--- src/hw/rtl/smkt_pkg.sv ---
// Shared types and codes for the sticky modifier key tracker.
// No dependencies; every other file of the block imports this package.
package smkt_pkg;

    // Operation carried by each input beat.
    typedef enum logic [1:0] {
        CMD_KEY_DOWN = 2'd0,
        CMD_KEY_UP   = 2'd1,
        CMD_KEYPRESS = 2'd2,
        CMD_CLEAR    = 2'd3
    } t_cmd;

    // Which key the event refers to.
    typedef enum logic [1:0] {
        KEY_SHIFT = 2'd0,
        KEY_ALT   = 2'd1,
        KEY_SYM   = 2'd2,
        KEY_NONE  = 2'd3
    } t_key;

    localparam int unsigned NUM_MODS   = 3;
    localparam int unsigned FLAG_W     = 5;
    localparam int unsigned LEVEL_W    = 2;
    localparam int unsigned IN_DATA_W  = 8;
    localparam int unsigned IN_USER_W  = 2;
    localparam int unsigned OUT_DATA_W = 24;

    typedef logic [FLAG_W-1:0]  t_flags;
    typedef logic [LEVEL_W-1:0] t_level;

    // Flag masks within one modifier's flag word.
    localparam t_flags F_ON       = 5'b00001;
    localparam t_flags F_LOCKED   = 5'b00010;
    localparam t_flags F_USED     = 5'b00100;
    localparam t_flags F_PRESSED  = 5'b01000;
    localparam t_flags F_RELEASED = 5'b10000;

    localparam t_level LVL_OFF    = 2'd0;
    localparam t_level LVL_ACTIVE = 2'd1;
    localparam t_level LVL_LOCKED = 2'd2;

    // Per-modifier control handed to a flag unit.
    typedef struct packed {
        t_cmd cmd;
        logic sel;      // key event names this modifier, or its clear mask bit
        logic chorded;
    } t_flag_ctl;

endpackage

--- src/hw/rtl/smkt_flag_unit.sv ---
// Next-state logic for one modifier's five flags and its reported level.
// Depends on smkt_pkg.
module smkt_flag_unit
    import smkt_pkg::*;
(
    input  t_flag_ctl i_ctl,
    input  t_flags    i_flags,
    output t_flags    o_flags,
    output t_level    o_level
);

    t_flags f;

    assign f = i_flags;

    always_comb begin
        o_flags = f;
        unique case (i_ctl.cmd)
            CMD_KEY_DOWN: begin
                if (i_ctl.sel) begin
                    // Priority chain: the first flag that is set decides.
                    if ((f & F_PRESSED) != '0) begin
                        o_flags = f;
                    end else if ((f & F_RELEASED) != '0) begin
                        o_flags = F_ON | F_LOCKED;
                    end else if ((f & F_USED) != '0) begin
                        o_flags = f;
                    end else if ((f & F_LOCKED) != '0) begin
                        o_flags = '0;
                    end else begin
                        o_flags = f | F_ON | F_PRESSED;
                    end
                end
            end
            CMD_KEY_UP: begin
                if (i_ctl.sel) begin
                    if (!i_ctl.chorded || (f & F_USED) != '0) begin
                        o_flags = '0;
                    end else if ((f & F_PRESSED) != '0) begin
                        o_flags = f | F_ON | F_RELEASED;
                    end
                end
            end
            CMD_KEYPRESS: begin
                if ((f & F_PRESSED) != '0) begin
                    o_flags = F_ON | F_USED;
                end else if ((f & F_RELEASED) != '0) begin
                    o_flags = '0;
                end
            end
            CMD_CLEAR: begin
                if (i_ctl.sel && (f & F_LOCKED) != '0) begin
                    o_flags = '0;
                end
            end
            default: o_flags = f;
        endcase
    end

    always_comb begin
        if ((o_flags & F_LOCKED) != '0) begin
            o_level = LVL_LOCKED;
        end else if ((o_flags & F_ON) != '0) begin
            o_level = LVL_ACTIVE;
        end else begin
            o_level = LVL_OFF;
        end
    end

endmodule

--- src/hw/rtl/sticky_modifier_key_tracker.sv ---
// Top level of the sticky modifier key tracker: input register, flag units, result register.
// Depends on smkt_pkg and smkt_flag_unit.
//
// Tracks sticky shift, alt and sym modifiers. Each input beat carries one event (key down,
// key up, ordinary keypress, clear locked) and produces exactly one result beat holding the
// three modifier levels, a handled bit and the fifteen raw flags after the update. The block
// takes one beat per cycle while the output is not stalled: the flag update is a single short
// pass from the input register to the result register, and a stalled output only holds both
// registers in place. Each beat is held first in the input register and its result then in the
// result register, where it stays until it is taken.
module sticky_modifier_key_tracker
    import smkt_pkg::*;
(
    input  logic                  i_clk,
    input  logic                  i_rst_n,
    input  logic                  i_s_tvalid,
    output logic                  o_s_tready,
    // [1:0] modifier_key, [2] chorded_toggled, [5:3] clear_mask, [7:6] zero
    input  logic [IN_DATA_W-1:0]  i_s_tdata,
    // [1:0] cmd
    input  logic [IN_USER_W-1:0]  i_s_tuser,
    output logic                  o_m_tvalid,
    input  logic                  i_m_tready,
    // [1:0] shift_level, [3:2] alt_level, [5:4] sym_level, [6] handled,
    // [21:7] flags_word, [23:22] zero
    output logic [OUT_DATA_W-1:0] o_m_tdata
);

    logic  r_in_valid;
    t_cmd  r_in_cmd;
    t_key  r_in_key;
    logic  r_in_chorded;
    logic [NUM_MODS-1:0] r_in_mask;

    t_flags r_flags [NUM_MODS];
    t_flags n_flags [NUM_MODS];
    t_level n_level [NUM_MODS];

    logic                  r_out_valid;
    logic [OUT_DATA_W-1:0] r_out_data;
    logic [OUT_DATA_W-1:0] n_out_data;

    logic advance;
    logic s_fire;
    logic handled;

    assign advance    = !r_out_valid || i_m_tready;
    assign o_s_tready = !r_in_valid || advance;
    assign s_fire     = i_s_tvalid && o_s_tready;

    always_ff @(posedge i_clk) begin
        if (!i_rst_n) begin
            r_in_valid <= 1'b0;
        end else if (s_fire) begin
            r_in_valid <= 1'b1;
        end else if (advance) begin
            r_in_valid <= 1'b0;
        end
    end

    always_ff @(posedge i_clk) begin
        if (s_fire) begin
            r_in_cmd     <= t_cmd'(i_s_tuser[1:0]);
            r_in_key     <= t_key'(i_s_tdata[1:0]);
            r_in_chorded <= i_s_tdata[2];
            r_in_mask    <= i_s_tdata[5:3];
        end
    end

    genvar m;
    generate
        for (m = 0; m < NUM_MODS; m++) begin : g_mod
            t_flag_ctl ctl;

            always_comb begin
                ctl.cmd     = r_in_cmd;
                ctl.chorded = r_in_chorded;
                if (r_in_cmd == CMD_CLEAR) begin
                    ctl.sel = r_in_mask[m];
                end else begin
                    ctl.sel = (r_in_key == t_key'(2'(m)));
                end
            end

            smkt_flag_unit u_flag (
                .i_ctl   (ctl),
                .i_flags (r_flags[m]),
                .o_flags (n_flags[m]),
                .o_level (n_level[m])
            );

            always_ff @(posedge i_clk) begin
                if (!i_rst_n) begin
                    r_flags[m] <= '0;
                end else if (r_in_valid && advance) begin
                    r_flags[m] <= n_flags[m];
                end
            end
        end
    endgenerate

    assign handled = (r_in_cmd == CMD_KEY_DOWN || r_in_cmd == CMD_KEY_UP)
                     && (r_in_key != KEY_NONE);

    assign n_out_data = {2'b00, n_flags[2], n_flags[1], n_flags[0], handled,
                         n_level[2], n_level[1], n_level[0]};

    always_ff @(posedge i_clk) begin
        if (!i_rst_n) begin
            r_out_valid <= 1'b0;
        end else if (advance) begin
            r_out_valid <= r_in_valid;
        end
    end

    always_ff @(posedge i_clk) begin
        if (advance && r_in_valid) begin
            r_out_data <= n_out_data;
        end
    end

    assign o_m_tvalid = r_out_valid;
    assign o_m_tdata  = r_out_data;

endmodule

--- config.mk ---
export PLATFORM = sky130hd
export DESIGN_NAME = sticky_modifier_key_tracker
export DESIGN_NICKNAME = d
export VERILOG_FILES = /design/src/hw/rtl/smkt_pkg.sv /design/src/hw/rtl/smkt_flag_unit.sv /design/src/hw/rtl/sticky_modifier_key_tracker.sv
export SDC_FILE = /design/constraint.sdc
export NUM_CORES = 1
export LEC_CHECK = 0
export BUFFER_PORTS_ARGS = -buffer_cell sky130_fd_sc_hd__buf_2
export CORE_ASPECT_RATIO = 2
export CORE_UTILIZATION = 50
export CTS_CLUSTER_DIAMETER = 80
export CTS_CLUSTER_SIZE = 30
export DETAILED_ROUTE_END_ITERATION = 12
export GPL_ROUTABILITY_DRIVEN = 1
export PLACE_DENSITY_LB_ADDON = 0.3
export RECOVER_POWER = 50
export SYNTH_ARGS = -nofsm -noshare
export SYNTH_HDL_FRONTEND = slang
export SYNTH_HIERARCHICAL = 1
export SYNTH_SLANG_ARGS = --single-unit
export TNS_END_PERCENT = 30
--- constraint.sdc ---
create_clock -name i_clk -period 3.85 [get_ports i_clk]
set_input_delay 0.1925 -clock i_clk [delete_from_list [all_inputs] [get_ports i_clk]]
set_output_delay 0.1925 -clock i_clk [all_outputs]
set_load 0.02 [all_outputs]
==> flow_summary_export.csv <==
group,metric,value,unit
global_route,use_met3,3.03,%
critical_path,worst-endpoint-arrival,2.87,ns
clock_tree,cts.path.max_buffers,2,
routing,ant_nets,0,
clock_tree,cts_made_buffers,5,
min_path,hold_path_depth,1,
timing,slew_violations,20,
yosys,synth_seq_cells,47,
yosys,synthXorXnorAreaFrac,0,%
critical_path,cp.required,3.91,ns
global_route,use_met2,33.9,%
yosys,ys_warn_count,6,
timing,fin_skew,0.00499,ns
placed_design,dp_hpwl,3.59,mm
critical_path,end_kind,"flip-flop",
run,cap_violations,1,
clock_tree,cts_root_buffer,"clkbuf_8",
final_layout,final_common_cell,"edfxtp_1",
die,rows,37,
clock_tree,cts_hold_buf,0,
critical_path,crit_type,"flip-flop to flip-flop",
critical_path,critPathMaxFanout,43,
routing,drt_wl_total,5.17,mm
critical_path,worstSetupStartpointType,"flip-flop",
placed_design,io_buffers,35,
timing,fin_crit,2.82,ns
power,p_leak,0.999,nW
clock_tree,cts.htree.levels,2,
power,switching_share,24.6,%
yosys,syn_inst,237,
routing,vias,1917,
min_path,min_to,"r_in_chorded",
global_route,grt_pass1_vias,1799,
yosys,synth-compound-area-share,17.5,%
power,seqPwrFrac,51.1,%
timing,slew_headroom,-11.5,%
die,core-area,0.00514,mm2
routing,drt_iter0_markers,55,
timing,hold_violations,0,
routing,drc,0,
die,fp.dieH,106,um
status,violations,"capacitance limit, slew limit",
yosys,yosys.area_share.simple,23.4,%
yosys,yosysSeqAreaShare,51.7,%
routing,wire_per_inst,15.9,um
power,power_frac_comb,14.2,%
power,vdd_ir_drop_max,336,uV
timing,tightestPinTransition,1.67,ns
clock_tree,cts_setup_buffers,0,
clock_tree,cts_resized,0,
global_route,grt_overflow,0,
final_layout,final_cells,325,
global_route,track_usage,20.3,%
critical_path,r2r_slack,1.03,ns
critical_path,r2r-start,"r_in_cmd[0]",
final_layout,n_antenna_cell,0,
placed_design,gp_congestion,0.825,
power,powerDensity,420,mW/mm2
critical_path,r2r-end,"o_m_tdata[0]",
final_layout,fill_cells,469,
timing,setup_tns,0,ns
global_route,busiest_layer,"met2",
final_layout,fin_area,0.00292,mm2
yosys,synth_edf_count,45,
routing,drt_first_pass_iters,4,
timing,worst_hold_slack,0.0680,ns
die,fp.dieArea,0.00570,mm2
yosys,ys.flop_type,"edfxtp_1",
final_layout,final_cell_mix,"45 x edfxtp_1, 27 x clkbuf_1, 18 x o21ai_0, 17 x nand2_1, 16 x a21oi_1",
final_layout,nets,280,
global_route,grtUsageMet1,22.8,%
global_route,grt_max_degree,44,
power,cell_internal_pwr,0.000923,W
final_layout,drive_above_1_share,17.2,%
min_path,hp-class,"primary input to flip-flop",
clock_tree,cts_tree,"done",
global_route,grt_pass1_wl,8.25,mm
timing,fin_crit_sh,73.2,%
timing,fmax,0.355,GHz
clock_tree,worstSkewPairLatency,0.30,ns
status,outcome,"finished, violations left",
clock_tree,path_clk_slew,0.08,ns
power,clockPowerShare,34.6,%
yosys,ys_types,62,
global_route,antenna_found_initial,0,
clock_tree,cts_sinks,47,
final_layout,area_growth,8.32,%
routing,viasPerCell,5.90,
yosys,synth_top_family_by_area,"simple AND/OR/NAND/NOR gates",
die,die_x,53.9,um
yosys,synth.area.mux_share,0.372,%
placed_design,place_inst,317,
die,start_util,52.4,%
placed_design,place_area,0.00283,mm2
yosys,synth_fa_ha_area_share,0,%
critical_path,r2r_cells,8,
power,power_switching,0.000301,W
die,pin_count,40,
yosys,avgSynthCellArea,11.4,um2
yosys,synth_area,0.00269,mm2
timing,setup_viol_count_final,0,
min_path,hold_start,"i_s_tdata[2]",
timing,rsz0062_at_grt,"no",
yosys,async_flop_share,0,%
## power by group through the flow
stage	clock network, W	registers (W)	logic (W)
CTS	0.000432	0.000625	0.000182
detailed placement	0	0.000636	0.000181
floorplan	0	0.000650	0.000126
finish	0.000424	0.000626	0.000174
global route	0.000450	0.000631	0.000192
global placement	0	0.000635	0.000178
## sequential cells by signal (all words and copies together) (netlist names)
register	cells
o_m_tdata	22
r_in_cmd	2
r_flags	15
o_m_tvalid	1
r_in_chorded	1
r_in_valid	1
r_in_key	2
r_in_mask	3
## kinds of logic (layout without fill, tap and decap cells)
group,Yosys count,after routing
simple gates,91,91
compound gates,69,69
flops,47,47
buf+inv,28,57
other cells,1,2
mux,1,1
## final cells by class
type                    instances  area (um2)  share of cell area, %
repair buffers                 40         175                   6.01
flip-flops and latches         47        1390                   47.7
clock inverters                 2        60.1                   2.06
inverters                       9        33.8                   1.16
clock buffers                   6        72.6                   2.49
well taps                      58        72.6                   2.49
multi-input cells             163        1110                   38.1
## routing by layer
layer,vias to the layer above,wire [um]
met4,0,118
met5,-,0
met2,48,2970
li1,945,-
met1,915,1920
met3,9,165
## how the worst max path moves through the flow
stage | to | from | slack [ns]
finish | o_m_tdata[0] | r_in_cmd[0] | 1.03
global route | r_in_cmd[1] | o_m_tvalid | 0.77
CTS | o_m_tdata[0] | r_in_cmd[0] | 1.04
detailed placement | o_m_tdata[0] | r_in_cmd[0] | 1.06
global placement | o_m_tdata[0] | r_in_cmd[0] | 1.07
floorplan | r_flags[0][0] | r_in_cmd[1] | 1.40
## metrics by stage
step | power (W) | worst slack [ns] | utilization (%)
global placement | 0.000813 | 1.07 | 55.1
floorplan | 0.000776 | 1.40 | -
detailed placement | 0.000818 | 1.06 | 55.1
finish | 0.00122 | 1.03 | 56.8
global route | 0.00127 | 0.769 | 56.8
CTS | 0.00124 | 1.04 | 57.7
## critical path, stage by stage, from the launching register on
cell and delay, ns:
edfxtp_1 0.34, buf_4 0.36, nand3_1 0.13, o31ai_1 0.08, buf_4 0.21, or3b_1 0.40
a221o_1 0.33, a22o_1 0.28, nor4_1 0.45
## cell usage after synthesis, drive strengths merged (3+ instances only)
cell type	instances	area [um2]
edfxtp	45	1350
or2b	3	22.5
nor3b	17	178
o31ai	4	30.0
nand2b	15	96.3
a32oi	3	26.3
nor2b	3	26.3
a31oi	4	37.5
nand2	17	66.3
nand3	5	25.0
buf	16	133
o21ai	19	95.1
a311oi	3	32.5
nor2	11	41.3
inv	9	33.8
and2b	3	25.0
a21oi	16	80.1
a21boi	4	30.0
Note: power is estimated with default switching activity, not from simulation.
